==> src/sv/cbq_pkg.sv <==
`timescale 1ns / 1ps
// cbq_pkg: shared types and constants for the cascaded biquad filter unit
// request/result payload structs, sequencer state, mac control and rounding types
// no dependencies
package cbq_pkg;

    localparam int SAMPLE_W   = 16;
    localparam int COEF_W     = 20;
    localparam int NODE_W     = 24;
    localparam int PROD_W     = COEF_W + NODE_W;
    localparam int ACC_W      = 48;
    localparam int FRAC_SHIFT = 16;
    localparam int SLOTS      = 5;
    localparam int STAGES_W   = 3;
    localparam int CIDX_W     = 5;
    localparam int CFG_IDX_W  = 2;
    localparam int CFG_DATA_W = 20;
    localparam int STEP_W     = 3;

    // request op codes
    localparam logic [1:0] OP_FILTER = 2'd0;
    localparam logic [1:0] OP_COEF   = 2'd1;
    localparam logic [1:0] OP_CLEAR  = 2'd2;

    // configuration register indexes
    localparam logic [CFG_IDX_W-1:0] CFG_ACTIVE_STAGES = 2'd0;
    localparam logic [CFG_IDX_W-1:0] CFG_OUTPUT_GAIN   = 2'd1;

    // steps of one section on the shared mac
    localparam logic [STEP_W-1:0] STEP_FETCH  = 3'd0;
    localparam logic [STEP_W-1:0] STEP_MUL_B0 = 3'd1;
    localparam logic [STEP_W-1:0] STEP_MUL_B1 = 3'd2;
    localparam logic [STEP_W-1:0] STEP_MUL_B2 = 3'd3;
    localparam logic [STEP_W-1:0] STEP_MUL_A1 = 3'd4;
    localparam logic [STEP_W-1:0] STEP_MUL_A2 = 3'd5;
    localparam logic [STEP_W-1:0] STEP_ACC_A2 = 3'd6;
    localparam logic [STEP_W-1:0] STEP_ROUND  = 3'd7;

    typedef struct packed {
        logic [1:0]                op;
        logic signed [SAMPLE_W-1:0] sample;
        logic [CIDX_W-1:0]         coeff_index;
        logic signed [COEF_W-1:0]  coeff_value;
    } item_t;

    typedef struct packed {
        logic signed [SAMPLE_W-1:0] filtered;
        logic                       clipped;
    } result_t;

    // one delay row: previous and second previous value of a node
    typedef struct packed {
        logic signed [NODE_W-1:0] d1;
        logic signed [NODE_W-1:0] d2;
    } dly_row_t;

    typedef enum logic [2:0] {
        ST_IDLE,
        ST_SECTION,
        ST_TAIL,
        ST_GAIN_MUL,
        ST_GAIN_ACC,
        ST_DONE
    } state_t;

    typedef enum logic [1:0] {
        ACC_HOLD,
        ACC_LOAD,
        ACC_ADD,
        ACC_SUB
    } acc_op_t;

    typedef struct packed {
        logic    mul_en;
        acc_op_t acc_op;
    } mac_ctrl_t;

    typedef struct packed {
        logic signed [NODE_W-1:0] value;
        logic                     clip;
    } node_rnd_t;

    typedef struct packed {
        logic signed [SAMPLE_W-1:0] value;
        logic                       clip;
    } out_rnd_t;

endpackage

==> src/sv/cascaded_biquad_iir_filter_unit.sv <==
`timescale 1ns / 1ps
// cascaded_biquad_iir_filter_unit: direct form I biquad cascade, fixed point
// sequencer, coefficient memory and node delay memory around one shared mac
// depends on cbq_pkg and cbq_mac
//
// usage
//   item channel (item_valid/item_ready/item) takes one request at a time:
//   filter a sample, write one coefficient, or clear the node delay line
//   result channel (result_valid/result_ready/result) returns one result for
//   each filter request and none for the others; cfg channel (cfg_valid/
//   cfg_ready/cfg_index/cfg_data) writes active_stages and output_gain and is
//   always ready; the user must write it only while the unit is idle, unchecked
// sequence of a filter request, with n the clamped number of active sections
//   each active section runs the fetch, multiply, accumulate and round steps on
//   the shared mac, then each delay row after the last active section is written
//   (MAX_STAGES + 1 - n rows), then gain multiply, gain accumulate, rounding and
//   output register follow; the next request is taken only once the result is
//   in the output register; coefficient and clear requests are completed when
//   taken and leave the unit idle
// reset clears the coefficients and delay lines through per-entry valid bits
// and sets active_stages to 1 and output_gain to 1.0; no clearing pass is run
// a stalled receiver holds the result in the output register while the next
// request is taken; a finished sample waits in its last step until it drains
module cascaded_biquad_iir_filter_unit
#(
    parameter int MAX_STAGES = 5
)
(
    input  logic                              clk,
    input  logic                              rst_n,
    input  logic                              item_valid,
    output logic                              item_ready,
    input  cbq_pkg::item_t                    item,
    output logic                              result_valid,
    input  logic                              result_ready,
    output cbq_pkg::result_t                  result,
    input  logic                              cfg_valid,
    output logic                              cfg_ready,
    input  logic [cbq_pkg::CFG_IDX_W-1:0]     cfg_index,
    input  logic [cbq_pkg::CFG_DATA_W-1:0]    cfg_data
);

    localparam int NODES   = MAX_STAGES + 1;
    localparam int NCOEF   = MAX_STAGES * cbq_pkg::SLOTS;
    localparam int COEF_AW = $clog2(NCOEF);
    localparam int STG_W   = $clog2(MAX_STAGES + 1);

    // sequencer state
    cbq_pkg::state_t                  state_reg, state_next;
    logic [cbq_pkg::STEP_W-1:0]       step_reg, step_next;
    logic [STG_W-1:0]                 idx_reg, idx_next;
    logic [COEF_AW-1:0]               base_reg, base_next;
    logic                             clip_reg, clip_next;

    // working node values: x is the section input, x1/x2 its history,
    // y1/y2 the history of the section output
    logic signed [cbq_pkg::NODE_W-1:0] x_reg, x_next;
    logic signed [cbq_pkg::NODE_W-1:0] x1_reg, x1_next;
    logic signed [cbq_pkg::NODE_W-1:0] x2_reg, x2_next;
    logic signed [cbq_pkg::NODE_W-1:0] y1_reg, y1_next;
    logic signed [cbq_pkg::NODE_W-1:0] y2_reg, y2_next;

    // configuration registers
    logic [cbq_pkg::STAGES_W-1:0]      active_stages_reg;
    logic signed [cbq_pkg::COEF_W-1:0] output_gain_reg;
    logic [STG_W-1:0]                  n_eff;
    logic [STG_W-1:0]                  last_sec;

    // coefficient memory with per-entry valid bits
    logic signed [cbq_pkg::COEF_W-1:0] coef_mem [NCOEF];
    logic                              coef_vld_reg [NCOEF];
    logic signed [cbq_pkg::COEF_W-1:0] coef_rd_reg;
    logic                              coef_rd_vld_reg;
    logic signed [cbq_pkg::COEF_W-1:0] coef_rdata;
    logic                              coef_we;
    logic [COEF_AW-1:0]                coef_waddr;
    logic                              coef_rd_en;
    logic [COEF_AW-1:0]                coef_raddr;

    // node delay memory, one row per node, with per-row valid bits
    cbq_pkg::dly_row_t                 dly_mem [NODES];
    logic                              dly_vld_reg [NODES];
    cbq_pkg::dly_row_t                 dly_rd_reg;
    logic                              dly_rd_vld_reg;
    cbq_pkg::dly_row_t                 dly_rdata;
    logic                              dly_rd_en;
    logic [STG_W-1:0]                  dly_raddr;
    logic                              dly_we;
    logic [STG_W-1:0]                  dly_waddr;
    cbq_pkg::dly_row_t                 dly_wdata;

    // shared mac
    cbq_pkg::mac_ctrl_t                mac_ctrl;
    logic signed [cbq_pkg::COEF_W-1:0] mac_coef;
    logic signed [cbq_pkg::NODE_W-1:0] mac_node;
    cbq_pkg::node_rnd_t                node_rnd;
    cbq_pkg::out_rnd_t                 out_rnd;

    // output register
    cbq_pkg::result_t                  result_reg;
    logic                              result_valid_reg;
    logic                              result_load;

    logic                              item_accept;
    logic                              clear_accept;

    assign item_ready   = (state_reg == cbq_pkg::ST_IDLE);
    assign item_accept  = item_valid && item_ready;
    assign clear_accept = item_accept && (item.op == cbq_pkg::OP_CLEAR);
    assign cfg_ready    = 1'b1;
    assign result_valid = result_valid_reg;
    assign result       = result_reg;

    // configuration writes
    always_ff @(posedge clk or negedge rst_n)
    begin
        if (!rst_n)
        begin
            active_stages_reg <= 3'd1;
            output_gain_reg   <= 20'sd65536;
        end
        else if (cfg_valid && cfg_ready)
        begin
            unique case (cfg_index)
                cbq_pkg::CFG_ACTIVE_STAGES:
                    active_stages_reg <= cfg_data[cbq_pkg::STAGES_W-1:0];
                cbq_pkg::CFG_OUTPUT_GAIN:
                    output_gain_reg <= cfg_data;
                default:
                begin
                end
            endcase
        end
    end

    // stage count clamped to 1..MAX_STAGES
    always_comb
    begin
        if (active_stages_reg == '0)
        begin
            n_eff = STG_W'(1);
        end
        else if (int'(active_stages_reg) > MAX_STAGES)
        begin
            n_eff = STG_W'(MAX_STAGES);
        end
        else
        begin
            n_eff = STG_W'(active_stages_reg);
        end
    end

    assign last_sec = n_eff - STG_W'(1);

    // coefficient write path, out-of-range indexes are dropped
    assign coef_we    = item_accept && (item.op == cbq_pkg::OP_COEF)
                        && (int'(item.coeff_index) < NCOEF);
    assign coef_waddr = COEF_AW'(item.coeff_index);

    always_ff @(posedge clk)
    begin
        if (coef_we)
        begin
            coef_mem[coef_waddr] <= item.coeff_value;
        end
        if (coef_rd_en)
        begin
            coef_rd_reg <= coef_mem[coef_raddr];
        end
    end

    always_ff @(posedge clk or negedge rst_n)
    begin
        if (!rst_n)
        begin
            for (int i = 0; i < NCOEF; i++)
            begin
                coef_vld_reg[i] <= 1'b0;
            end
            coef_rd_vld_reg <= 1'b0;
        end
        else
        begin
            if (coef_we)
            begin
                coef_vld_reg[coef_waddr] <= 1'b1;
            end
            if (coef_rd_en)
            begin
                coef_rd_vld_reg <= coef_vld_reg[coef_raddr];
            end
        end
    end

    assign coef_rdata = coef_rd_vld_reg ? coef_rd_reg : '0;

    // node delay memory
    always_ff @(posedge clk)
    begin
        if (dly_we)
        begin
            dly_mem[dly_waddr] <= dly_wdata;
        end
        if (dly_rd_en)
        begin
            dly_rd_reg <= dly_mem[dly_raddr];
        end
    end

    // clear request drops every row back to zero through its valid bit
    always_ff @(posedge clk or negedge rst_n)
    begin
        if (!rst_n)
        begin
            for (int i = 0; i < NODES; i++)
            begin
                dly_vld_reg[i] <= 1'b0;
            end
            dly_rd_vld_reg <= 1'b0;
        end
        else
        begin
            if (clear_accept)
            begin
                for (int i = 0; i < NODES; i++)
                begin
                    dly_vld_reg[i] <= 1'b0;
                end
            end
            else if (dly_we)
            begin
                dly_vld_reg[dly_waddr] <= 1'b1;
            end
            if (dly_rd_en)
            begin
                dly_rd_vld_reg <= dly_vld_reg[dly_raddr];
            end
        end
    end

    assign dly_rdata = dly_rd_vld_reg ? dly_rd_reg : '0;

    cbq_mac u_mac
    (
        .clk      (clk),
        .ctrl     (mac_ctrl),
        .coef     (mac_coef),
        .node     (mac_node),
        .node_rnd (node_rnd),
        .out_rnd  (out_rnd)
    );

    // sequencer registers
    always_ff @(posedge clk or negedge rst_n)
    begin
        if (!rst_n)
        begin
            state_reg <= cbq_pkg::ST_IDLE;
            step_reg  <= cbq_pkg::STEP_FETCH;
            idx_reg   <= '0;
            base_reg  <= '0;
        end
        else
        begin
            state_reg <= state_next;
            step_reg  <= step_next;
            idx_reg   <= idx_next;
            base_reg  <= base_next;
        end
    end

    always_ff @(posedge clk)
    begin
        x_reg    <= x_next;
        x1_reg   <= x1_next;
        x2_reg   <= x2_next;
        y1_reg   <= y1_next;
        y2_reg   <= y2_next;
        clip_reg <= clip_next;
    end

    // sequencer: sections on the shared mac, then delay rows, then gain
    always_comb
    begin
        state_next  = state_reg;
        step_next   = step_reg;
        idx_next    = idx_reg;
        base_next   = base_reg;
        x_next      = x_reg;
        x1_next     = x1_reg;
        x2_next     = x2_reg;
        y1_next     = y1_reg;
        y2_next     = y2_reg;
        clip_next   = clip_reg;
        coef_rd_en  = 1'b0;
        coef_raddr  = base_reg + COEF_AW'(step_reg);
        dly_rd_en   = 1'b0;
        dly_raddr   = idx_reg + STG_W'(1);
        dly_we      = 1'b0;
        dly_waddr   = idx_reg;
        dly_wdata   = '0;
        mac_ctrl    = '{mul_en: 1'b0, acc_op: cbq_pkg::ACC_HOLD};
        mac_coef    = coef_rdata;
        mac_node    = x_reg;
        result_load = 1'b0;

        unique case (state_reg)
            cbq_pkg::ST_IDLE:
            begin
                // keep row 0 in the read register for the first section
                dly_rd_en = 1'b1;
                dly_raddr = '0;
                if (item_accept && (item.op == cbq_pkg::OP_FILTER))
                begin
                    state_next = cbq_pkg::ST_SECTION;
                    step_next  = cbq_pkg::STEP_FETCH;
                    idx_next   = '0;
                    base_next  = '0;
                    x_next     = {{(cbq_pkg::NODE_W - cbq_pkg::SAMPLE_W)
                                   {item.sample[cbq_pkg::SAMPLE_W-1]}}, item.sample};
                    clip_next  = 1'b0;
                end
            end

            cbq_pkg::ST_SECTION:
            begin
                step_next = step_reg + cbq_pkg::STEP_W'(1);
                case (step_reg)
                    cbq_pkg::STEP_FETCH:
                    begin
                        coef_rd_en = 1'b1;
                        dly_rd_en  = 1'b1;
                        if (idx_reg == '0)
                        begin
                            x1_next = dly_rdata.d1;
                            x2_next = dly_rdata.d2;
                        end
                    end
                    cbq_pkg::STEP_MUL_B0:
                    begin
                        coef_rd_en      = 1'b1;
                        mac_ctrl.mul_en = 1'b1;
                        mac_node        = x_reg;
                        y1_next         = dly_rdata.d1;
                        y2_next         = dly_rdata.d2;
                    end
                    cbq_pkg::STEP_MUL_B1:
                    begin
                        coef_rd_en      = 1'b1;
                        mac_ctrl.mul_en = 1'b1;
                        mac_ctrl.acc_op = cbq_pkg::ACC_LOAD;
                        mac_node        = x1_reg;
                    end
                    cbq_pkg::STEP_MUL_B2:
                    begin
                        coef_rd_en      = 1'b1;
                        mac_ctrl.mul_en = 1'b1;
                        mac_ctrl.acc_op = cbq_pkg::ACC_ADD;
                        mac_node        = x2_reg;
                    end
                    cbq_pkg::STEP_MUL_A1:
                    begin
                        coef_rd_en      = 1'b1;
                        mac_ctrl.mul_en = 1'b1;
                        mac_ctrl.acc_op = cbq_pkg::ACC_ADD;
                        mac_node        = y1_reg;
                    end
                    cbq_pkg::STEP_MUL_A2:
                    begin
                        mac_ctrl.mul_en = 1'b1;
                        mac_ctrl.acc_op = cbq_pkg::ACC_SUB;
                        mac_node        = y2_reg;
                    end
                    cbq_pkg::STEP_ACC_A2:
                    begin
                        mac_ctrl.acc_op = cbq_pkg::ACC_SUB;
                    end
                    cbq_pkg::STEP_ROUND:
                    begin
                        // shift the input node's history, section output
                        // becomes the next section's input
                        dly_we    = 1'b1;
                        dly_wdata = '{d1: x_reg, d2: x1_reg};
                        x_next    = node_rnd.value;
                        x1_next   = y1_reg;
                        x2_next   = y2_reg;
                        clip_next = clip_reg | node_rnd.clip;
                        idx_next  = idx_reg + STG_W'(1);
                        base_next = base_reg + COEF_AW'(cbq_pkg::SLOTS);
                        step_next = cbq_pkg::STEP_FETCH;
                        if (idx_reg == last_sec)
                        begin
                            state_next = cbq_pkg::ST_TAIL;
                        end
                    end
                    default:
                    begin
                    end
                endcase
            end

            cbq_pkg::ST_TAIL:
            begin
                // last active node takes its value, inactive nodes shift in zero
                dly_we = 1'b1;
                if (idx_reg == n_eff)
                begin
                    dly_wdata = '{d1: x_reg, d2: x1_reg};
                end
                else
                begin
                    dly_wdata = '{d1: '0, d2: dly_rdata.d1};
                end
                if (idx_reg == STG_W'(MAX_STAGES))
                begin
                    state_next = cbq_pkg::ST_GAIN_MUL;
                end
                else
                begin
                    dly_rd_en = 1'b1;
                    idx_next  = idx_reg + STG_W'(1);
                end
            end

            cbq_pkg::ST_GAIN_MUL:
            begin
                mac_ctrl.mul_en = 1'b1;
                mac_coef        = output_gain_reg;
                mac_node        = x_reg;
                state_next      = cbq_pkg::ST_GAIN_ACC;
            end

            cbq_pkg::ST_GAIN_ACC:
            begin
                mac_ctrl.acc_op = cbq_pkg::ACC_LOAD;
                state_next      = cbq_pkg::ST_DONE;
            end

            cbq_pkg::ST_DONE:
            begin
                // wait here only while the output register is still full
                if (!result_valid_reg || result_ready)
                begin
                    result_load = 1'b1;
                    state_next  = cbq_pkg::ST_IDLE;
                end
            end

            default:
            begin
                state_next = cbq_pkg::ST_IDLE;
            end
        endcase
    end

    // output register
    always_ff @(posedge clk)
    begin
        if (result_load)
        begin
            result_reg.filtered <= out_rnd.value;
            result_reg.clipped  <= clip_reg | out_rnd.clip;
        end
    end

    always_ff @(posedge clk or negedge rst_n)
    begin
        if (!rst_n)
        begin
            result_valid_reg <= 1'b0;
        end
        else if (result_load)
        begin
            result_valid_reg <= 1'b1;
        end
        else if (result_ready)
        begin
            result_valid_reg <= 1'b0;
        end
    end

endmodule

==> src/sv/cbq_mac.sv <==
`timescale 1ns / 1ps
// cbq_mac: shared multiply-accumulate unit with round-half-up and saturation
// one registered 20x24 product feeding a 48-bit accumulator
// depends on cbq_pkg
module cbq_mac
(
    input  logic                                 clk,
    input  cbq_pkg::mac_ctrl_t                   ctrl,
    input  logic signed [cbq_pkg::COEF_W-1:0]    coef,
    input  logic signed [cbq_pkg::NODE_W-1:0]    node,
    output cbq_pkg::node_rnd_t                   node_rnd,
    output cbq_pkg::out_rnd_t                    out_rnd
);

    localparam int SH_W = cbq_pkg::ACC_W - cbq_pkg::FRAC_SHIFT;

    localparam logic signed [cbq_pkg::ACC_W-1:0] RND_HALF = 48'sd32768;
    localparam logic signed [SH_W-1:0] NODE_HI = 32'sd8388607;
    localparam logic signed [SH_W-1:0] NODE_LO = -32'sd8388608;
    localparam logic signed [SH_W-1:0] OUT_HI  = 32'sd32767;
    localparam logic signed [SH_W-1:0] OUT_LO  = -32'sd32768;

    logic signed [cbq_pkg::PROD_W-1:0] prod_reg;
    logic signed [cbq_pkg::ACC_W-1:0]  acc_reg;
    logic signed [cbq_pkg::ACC_W-1:0]  prod_ext;
    logic signed [cbq_pkg::ACC_W-1:0]  biased;
    logic signed [SH_W-1:0]            shifted;

    always_ff @(posedge clk)
    begin
        if (ctrl.mul_en)
        begin
            prod_reg <= coef * node;
        end
    end

    assign prod_ext = {{(cbq_pkg::ACC_W - cbq_pkg::PROD_W){prod_reg[cbq_pkg::PROD_W-1]}},
                       prod_reg};

    always_ff @(posedge clk)
    begin
        case (ctrl.acc_op)
            cbq_pkg::ACC_LOAD: acc_reg <= prod_ext;
            cbq_pkg::ACC_ADD:  acc_reg <= acc_reg + prod_ext;
            cbq_pkg::ACC_SUB:  acc_reg <= acc_reg - prod_ext;
            default:           acc_reg <= acc_reg;
        endcase
    end

    // floor of (acc + half) / 2^16 is the upper part of the biased sum
    assign biased  = acc_reg + RND_HALF;
    assign shifted = biased[cbq_pkg::ACC_W-1:cbq_pkg::FRAC_SHIFT];

    always_comb
    begin
        if (shifted > NODE_HI)
        begin
            node_rnd.value = NODE_HI[cbq_pkg::NODE_W-1:0];
            node_rnd.clip  = 1'b1;
        end
        else if (shifted < NODE_LO)
        begin
            node_rnd.value = NODE_LO[cbq_pkg::NODE_W-1:0];
            node_rnd.clip  = 1'b1;
        end
        else
        begin
            node_rnd.value = shifted[cbq_pkg::NODE_W-1:0];
            node_rnd.clip  = 1'b0;
        end
    end

    always_comb
    begin
        if (shifted > OUT_HI)
        begin
            out_rnd.value = OUT_HI[cbq_pkg::SAMPLE_W-1:0];
            out_rnd.clip  = 1'b1;
        end
        else if (shifted < OUT_LO)
        begin
            out_rnd.value = OUT_LO[cbq_pkg::SAMPLE_W-1:0];
            out_rnd.clip  = 1'b1;
        end
        else
        begin
            out_rnd.value = shifted[cbq_pkg::SAMPLE_W-1:0];
            out_rnd.clip  = 1'b0;
        end
    end

endmodule
==> config.mk <==
export PLATFORM = sky130hd
export DESIGN_NAME = cascaded_biquad_iir_filter_unit
export DESIGN_NICKNAME = d
export VERILOG_FILES = /design/src/sv/cbq_pkg.sv /design/src/sv/cascaded_biquad_iir_filter_unit.sv /design/src/sv/cbq_mac.sv
export SDC_FILE = /design/constraint.sdc
export NUM_CORES = 2
export LEC_CHECK = 0
export BUFFER_PORTS_ARGS = -buffer_cell sky130_fd_sc_hd__buf_2
export CAP_MARGIN = 20
export CORE_MARGIN = 4
export CORE_UTILIZATION = 58
export CTS_CLUSTER_DIAMETER = 100
export DETAILED_ROUTE_END_ITERATION = 16
export GPL_ROUTABILITY_DRIVEN = 0
export HOLD_SLACK_MARGIN = 0.12
export PLACE_DENSITY = 0.8
export SYNTH_ARGS = -nofsm -noshare
export SYNTH_HDL_FRONTEND = slang
export SYNTH_SLANG_ARGS = --single-unit
==> constraint.sdc <==
create_clock -name clk -period 11 [get_ports clk]
set_input_delay 2.2 -clock clk [delete_from_list [all_inputs] [get_ports clk]]
set_output_delay 2.2 -clock clk [all_outputs]
set_load 0.005 [all_outputs]
* Word-level counts from Yosys, hierarchy flattened
Memory sizes are Yosys's and may differ from the RTL's. A register that Yosys moved wholly into a read port is not among the register bits. Index checks and enable logic that the tools add are counted.
Operators by class: add/sub/neg operators 8, $mul 1, $lt $le $gt $ge 12, eq/ne operators 28, muxes and demuxes 72, bitwise logic cells 8, reductions and logical operators 33
Operator list (count):
- $mux W48 | 3
- $pmux W24 S2 | 3
- $pmux W48 S3 | 1
- $mux W24 | 5
- $pmux W24 S4 | 1
- $pmux W48 S2 | 1
- $mux W25 | 2
- $add A48 B17 Y48 const B | 1
- $add A48 B44 Y48 | 1
- $sub A48 B44 Y48 | 1
- $mul A20 B24 Y44 | 1
- $mux W20 | 2
- $mux W3 | 12
- $gt A32 B16 Y1 const B | 1
- $gt A32 B24 Y1 const B | 1
- $lt A32 B16 Y1 const B | 1
- $lt A32 B24 Y1 const B | 1
- $or A25 B25 Y25 | 1
- $mux W1 | 23
- $eq A3 B3 Y1 const B | 7
- $pmux W3 S6 | 1
- $mux W17 | 1
- $eq A3 B2 Y1 const B | 4
- $ge A6 B6 Y1 const B | 2
- other kinds (45) | 85
Storage, ports and cells: register bits after elaboration 301, RAM bits 788, input bits 70, logic and storage cells 214, memories kept 2
Memory list:
- coef_mem | depth 25, bits a word 20, rd ports 1, clocked after Yosys merged registers in 1, write ports 1, line cascaded_biquad_iir_filter_unit.sv:70 | logic signed [cbq_pkg::COEF_W-1:0] coef_mem [NCOEF];
- dly_mem | depth 6, bits a word 48, rd ports 1, clocked after Yosys merged registers in 1, write ports 1, line cascaded_biquad_iir_filter_unit.sv:81 | cbq_pkg::dly_row_t dly_mem [NODES];

* Logic depth before layout (Yosys ltp)
depth after elaboration 8, depth in mapped cells 34, depth with buffers taken out 32

* Cells and area by module
From an unflattened synthesis, not the netlist that was laid out.
Unflattened totals: cell total of the unflattened synthesis 5273, area, all modules 67546.0 sq um
By module, submodules not included:
- cascaded_biquad_iir_filter_unit | times used 1, cells an instance 2502, area an instance 42172.9 sq um, sequential area each 31627.8 sq um
- cbq_mac | times used 1, cells an instance 2771, area an instance 25373.1 sq um, sequential area each 2762.6 sq um

* Least setup slack after synthesis
OpenSTA, ideal clock, no wires.
kind register to register, start register state_reg[1], end register u_mac.prod_reg[43] (netlist name), data pin, library setup time 0.262 ns, arrival time 8.160 ns, data required time 10.738 ns, setup slack 2.578 ns, stages on the path, launching flop included 34, buffers on the path 6, clock period less this slack 8.422 ns, cells stage by stage dfrtp_1 -> clkbuf_1 -> nor2_1 -> and2_1 -> clkbuf_1 -> nand2_1 -> buf_2 -> buf_1 -> mux2i_1 -> clkbuf_1 -> nor2_1 -> fa_1 -> inv_1 -> fa_1 -> fa_1 -> inv_1 -> fa_1 -> fa_1 -> fa_1 -> inv_1 -> fa_1 -> inv_1 -> ha_1 -> clkbuf_1 -> a21o_1 -> a21oi_1 -> o21bai_1 -> a221oi_1 -> o311ai_1 -> a41o_1 -> a221oi_2 -> a21oi_1 -> a211oi_1 -> xnor2_1
On the way: word-level cells in the longest chain between the ends 3, elaborated cells on any way between the ends 5
RTL lines:
- start, declared | line cascaded_biquad_iir_filter_unit.sv:49 | cbq_pkg::state_t state_reg, state_next;
- start signal, assigned | line cascaded_biquad_iir_filter_unit.sv:258 | state_reg <= cbq_pkg::ST_IDLE;
- start signal, assigned | line cascaded_biquad_iir_filter_unit.sv:265 | state_reg <= state_next;
- $eq A3 B2 Y1 / $eq A3 B1 Y1 (equally long branches) | line cascaded_biquad_iir_filter_unit.sv:307 | unique case (state_reg)
- $mux W20 / $mux W24 (equally long branches) | line cascaded_biquad_iir_filter_unit.sv:307
- $mul A20 B24 Y44 * | line cbq_mac.sv:33 | prod_reg <= coef * node;
- end signal, assigned | line cbq_mac.sv:33
- end, declared | line cbq_mac.sv:23 | logic signed [cbq_pkg::PROD_W-1:0] prod_reg;
Mark *: on every way between the ends. The rest lies on a longest branch, timed or not. A chain may end at the register's enable or synchronous reset.

* Final worst setup path
start register step_reg[1] (netlist name), end register u_mac.prod_reg[43] (netlist name), data pin
On the way: word-level cells in the longest chain between the ends 4, elaborated cells on any way between the ends 7
RTL lines:
- start, declared | line cascaded_biquad_iir_filter_unit.sv:50 | logic [cbq_pkg::STEP_W-1:0] step_reg, step_next;
- start signal, assigned | line cascaded_biquad_iir_filter_unit.sv:259 | step_reg <= cbq_pkg::STEP_FETCH;
- start signal, assigned | line cascaded_biquad_iir_filter_unit.sv:266 | step_reg <= step_next;
- $eq A3 B3 Y1 / $eq A3 B2 Y1 (equally long branches) | line cascaded_biquad_iir_filter_unit.sv:328 | case (step_reg)
- $pmux W24 S4 * | line cascaded_biquad_iir_filter_unit.sv:328
- $mux W24 * | line cascaded_biquad_iir_filter_unit.sv:307
- $mul A20 B24 Y44 * | line cbq_mac.sv:33
Marks and branches as above.

==> results.md <==
- The flow ran to the end, and the final reports show no timing, DRC or antenna violations.
- Among all stages on the critical path, the largest delay is contributed by sky130_fd_sc_hd__mux2i_1.
- Summed over all layers, the routed wires come to ~180 mm.
- The per-cell via count in the routed design is 6.385.
- The worst register-to-register path begins at step_reg[1]$_DFFE_PN0P_.
- For this design the static power due to leakage is just under 0.03 uW.
- The total negative setup slack is 0 ps.
- The most flop-heavy register is coef_mem.
- The smallest setup slack after layout is 1269 ps.
- After routing the design area is 73850 sq um.
- Entering global routing, the biggest net connects 97 pins.
- A synthesized cell averages between 10 and 15 sq um.
- In this run, post-CTS repair resized a total of 0 instances.
- The detailed-route via count is 44.83k.
- The final setup violation count is 0.
- The portion of synthesized area spent on multiplexers is 0.07621.
- The max-slew violation total from the final report is 0.
- In this run the cell area measured after placement is 70000 sq um.
- The power density over the cells is 302.6 nW/um^2.
- Port buffering added 88 buffers.
- The nature of the critical path endpoint is a flip-flop.
- In this run the worst hold path is classified as reg2reg.
- The count of different cell masters after synthesis is 90.
- The largest family of logic cells by synthesized area is adder cells.
- Across the whole layout, storage elements account for between 30000 and 40000 sq um.
- The longest clock path from root to sink contains 3 buffers.
- The number of setup buffers added after CTS is 0.
- The clock transition at the registers of the reported paths is 70 ps.
- IR analysis of the VDD net gives a maximum drop of 0.0002756 V.
- The first routing iteration left between 5k and 6k violations.
- The cell count of the worst reg-to-reg path is 29.
- The synthesized instance count is about 5.3k.
- The hold-critical path endpoint is coef_vld_reg[2]$_DFFE_PN0P_.
- The floorplan step set the die height to 349.2 um.
- In the layout the commonest cells are 1086 x sky130_fd_sc_hd__edfxtp_1, 619 x sky130_fd_sc_hd__nand2_1, 574 x sky130_fd_sc_hd__inv_1.
- The clock root buffer is sky130_fd_sc_hd__clkbuf_16.
- Dividing the final minimum period by the clock period gives 0.8846.
- The combinational group share of total power is 0.532.
- The post-synthesis compound-gate area fraction came to 0.06950.
- Of the total synthesized cell area, the portion taken by AND, OR, NAND and NOR gates is 0.09759.
- The critical hold path startpoint is coef_vld_reg[2]$_DFFE_PN0P_.
- The number of antenna violations at the first check in global routing is 3.
- STA classifies the critical path startpoint as a flip-flop.
- After synthesis, the share of flip-flops with an asynchronous set or reset is 0.06137.
- The worst-case headroom to the max-slew limit is 0.1723.
- For this run, the detailed router's first-pass iteration total came to 6.
- After the last flow step, the layout net total stands at 6157.
- The fmax is 0.1028 GHz.
- Buffers inserted to repair hold after CTS numbered 0.
- The per-cell routed wire length is 25.93 um.
- The final-layout worst hold slack is 466.6 ps.
- The internal reg-to-reg setup slack is 1270 ps.
- In the global route stage, overall resource usage came out at 0.3016.
- The clock latency reported for the late side of the worst-skew pair is about 790 ps.
- The startpoint of the worst setup timing path is step_reg[1]$_DFFE_PN0P_.
- The share of the core filled with cells in the final layout is 0.6424.
- TritonCTS built the clock tree.
- Leaving out fill and tap cells, the most frequent cell in the layout is sky130_fd_sc_hd__edfxtp_1.
- The wire-length estimate of the detail-placed layout is about 120 mm.
- The die covers 121900 sq um.
- The relative contribution of the clock network to total power is 0.176.
- The first global-routing pass estimated 276.9 mm of wire.
- The maximum clock skew at final layout is 112.6 ps.
- Setup repair after global routing left no endpoint under its margin.
- The arrival time of the worst setup path is roughly 10000 ps.
- The most common flop cell mapped by yosys is sky130_fd_sc_hd__edfxtp_1.
- The standard cell core area is 115000 sq um.
- The Yosys step of the flow raised 0 warnings.
- The xor-xnor portion of the synthesized cell area is 0.02181.
- The switching share of power is 0.4367.
- The count of nets left with antenna violations after detail routing is 0.
- The number of clock buffers added by TritonCTS is 111.
- The slew at the pin with the worst max-slew slack is 1236 ps.
- Of the total synthesized cell area, the portion taken by full adders, half adders and majority gates is 0.1795.
- The worst path in the final design needs a cycle of 9731 ps, including I/O delays and setup.
- The fill cell total of the finished layout is 7893.
- In this run the worst path has a maximum fanout of 16.
- The internal cell power is 12590 uW.
- Counting flops and latches in the post-synthesis netlist gives between 1k and 1.5k.
- During I/O placement, the number of pins put on the boundary was 90.
- The cell count of the worst hold path is 1.
- The remaining routing DRC violations is 0.
- The number of sinks driven by the clock tree is approximately 1.2k.
- The die outline width is 349.2 um.
- The critical path is of the reg2reg type.
- In the final layout, the multi-input gates occupy 30300 sq um.
- The register with the most flip-flops in the layout has 500 of them.
- The synthesized net count is 6086.
- The required time at the worst-slack endpoint is 11510 ps.
- The number of max-cap violations is 0.
- CTS built an H-tree with a depth of 3.
- In the final layout, the share of cells above drive strength 1 is 0.1376.
- The reg-to-reg endpoint is u_mac.prod_reg[43]$_DFFE_PP_.
- The synthesized design contains 1086 enable-type register cells.
- For this design the total switching power over the nets is 9758 uW.
- Before CTS, the worst setup slack after placement is 1374 ps.
- The area of the mapped netlist is 67510 sq um.
- The part of the total power dissipated in sequential elements is 0.292.
- The hold violation total from the final report is 0.
- For this run, the slowest stage of the critical path takes 800 ps.
- In this design, the critical path's most frequently occurring cell is sky130_fd_sc_hd__fa_1.
- The initial core utilization is 0.5873.
- The area growth from synthesis to layout is 9.385%.
- The floorplan has 124 rows.
- The number of antenna cells inserted is 0.
- The fraction of the yosys area taken by sequential cells is 0.5094.
- Summed over all layers, the global routing overflow is 0.
- The via count of the first global-routing pass is 46.25k.
- The largest registers in the layout are coef_mem: 500 flops, dly_mem: 288 flops.
==> metal layers <==
layer	share of wire	track usage
met2	0.46	0.4709
met5	0.000071	0.001177
met3	0.13	0.07851
met1	0.35	0.3937
met4	0.062	0.1567
==> critical path, delay by kind of cell, from the launching register on <==
family / cells / cell delay, ps
buffers and inverters: 5 / 500
multiplexers: 1 / 800
XOR/XNOR: 1 / 140
flip-flops: 1 / 480
AND/OR/NAND/NOR: 2 / 360
adder cells (fa/ha/maj): 10 / 4660
AO/OA/AOI/OAI: 10 / 2520
==> worst max path at each step <==
stage                                   endpoint  slack, ps  depth (start not counted)
floorplan           u_mac.prod_reg[43]$_DFFE_PP_       2580                         33
global placement    u_mac.prod_reg[43]$_DFFE_PP_       1700                         29
detailed placement  u_mac.prod_reg[43]$_DFFE_PP_       1370                         29
CTS                 u_mac.prod_reg[43]$_DFFE_PP_       1420                         28
global route        u_mac.prod_reg[43]$_DFFE_PP_        790                         29
finish              u_mac.prod_reg[43]$_DFFE_PP_       1270                         29
==> metrics by stage <==
stage	cells	power, uW
floorplan	5344	14570
detailed placement	6809	18040
global placement	6809	17690
CTS	7016	22110
global route	7021	23580
finish	7021	22340
==> cell usage after synthesis, types with 27 or more instances <==
cell type | n | area, sq um
sky130_fd_sc_hd__a21oi_1 | 166 | 830.8
sky130_fd_sc_hd__nand3_1 | 83 | 415.4
sky130_fd_sc_hd__o21ai_0 | 200 | 1001
sky130_fd_sc_hd__mux2i_1 | 73 | 730.7
sky130_fd_sc_hd__a22oi_1 | 49 | 367.9
sky130_fd_sc_hd__ha_1 | 178 | 2227
sky130_fd_sc_hd__nor3_1 | 28 | 140.1
sky130_fd_sc_hd__a211oi_1 | 27 | 202.7
sky130_fd_sc_hd__o22ai_1 | 28 | 175.2
sky130_fd_sc_hd__mux4_2 | 147 | 3311
sky130_fd_sc_hd__and2_1 | 89 | 556.8
sky130_fd_sc_hd__a21o_1 | 65 | 488.0
sky130_fd_sc_hd__buf_1 | 34 | 127.6
sky130_fd_sc_hd__xor2_1 | 70 | 613.1
sky130_fd_sc_hd__nand2_1 | 624 | 2342
sky130_fd_sc_hd__mux2_2 | 98 | 1104
sky130_fd_sc_hd__dfrtp_1 | 69 | 1727
sky130_fd_sc_hd__o2111ai_1 | 28 | 245.2
sky130_fd_sc_hd__fa_1 | 494 | 9889
sky130_fd_sc_hd__edfxtp_1 | 1086 | 32610
sky130_fd_sc_hd__a31oi_1 | 37 | 231.5
sky130_fd_sc_hd__xnor2_1 | 95 | 832.1
sky130_fd_sc_hd__nor2_1 | 439 | 1648
sky130_fd_sc_hd__and3_1 | 41 | 256.5
sky130_fd_sc_hd__inv_1 | 574 | 2155
sky130_fd_sc_hd__clkbuf_1 | 193 | 724.4
sky130_fd_sc_hd__or2_2 | 40 | 250.2
==> cells by family after synthesis <==
group / count (synthesis)
other cells: 1
xor+xnor: 166
compound gates: 737
flops: 1157
simple gates: 1475
buf+inv: 818
mux: 318
fa+ha+maj: 672
==> power groups by stage <==
| stage | Combinational, uW | Clock, uW | Sequential (uW) |
|---|---|---|---|
| 6_report | 11900 | 3930 | 6530 |
| 5_1_grt | 12900 | 4150 | 6560 |
| 3_3_place_gp | 11100 | 0 | 6560 |
| 3_5_place_dp | 11500 | 0 | 6570 |
| 2_1_floorplan | 8300 | 0 | 6260 |
| 4_1_cts | 11700 | 3950 | 6500 |
==> final cells by class <==
type / count / area share
well taps: 1512 / 0.02562
multi-input cells: 3369 / 0.4103
inverters: 575 / 0.02923
clock buffers: 129 / 0.03866
clock inverters: 78 / 0.01227
repair buffers: 201 / 0.01813
flip-flops and latches: 1157 / 0.4658
Note: power is estimated with default switching activity, not from simulation.
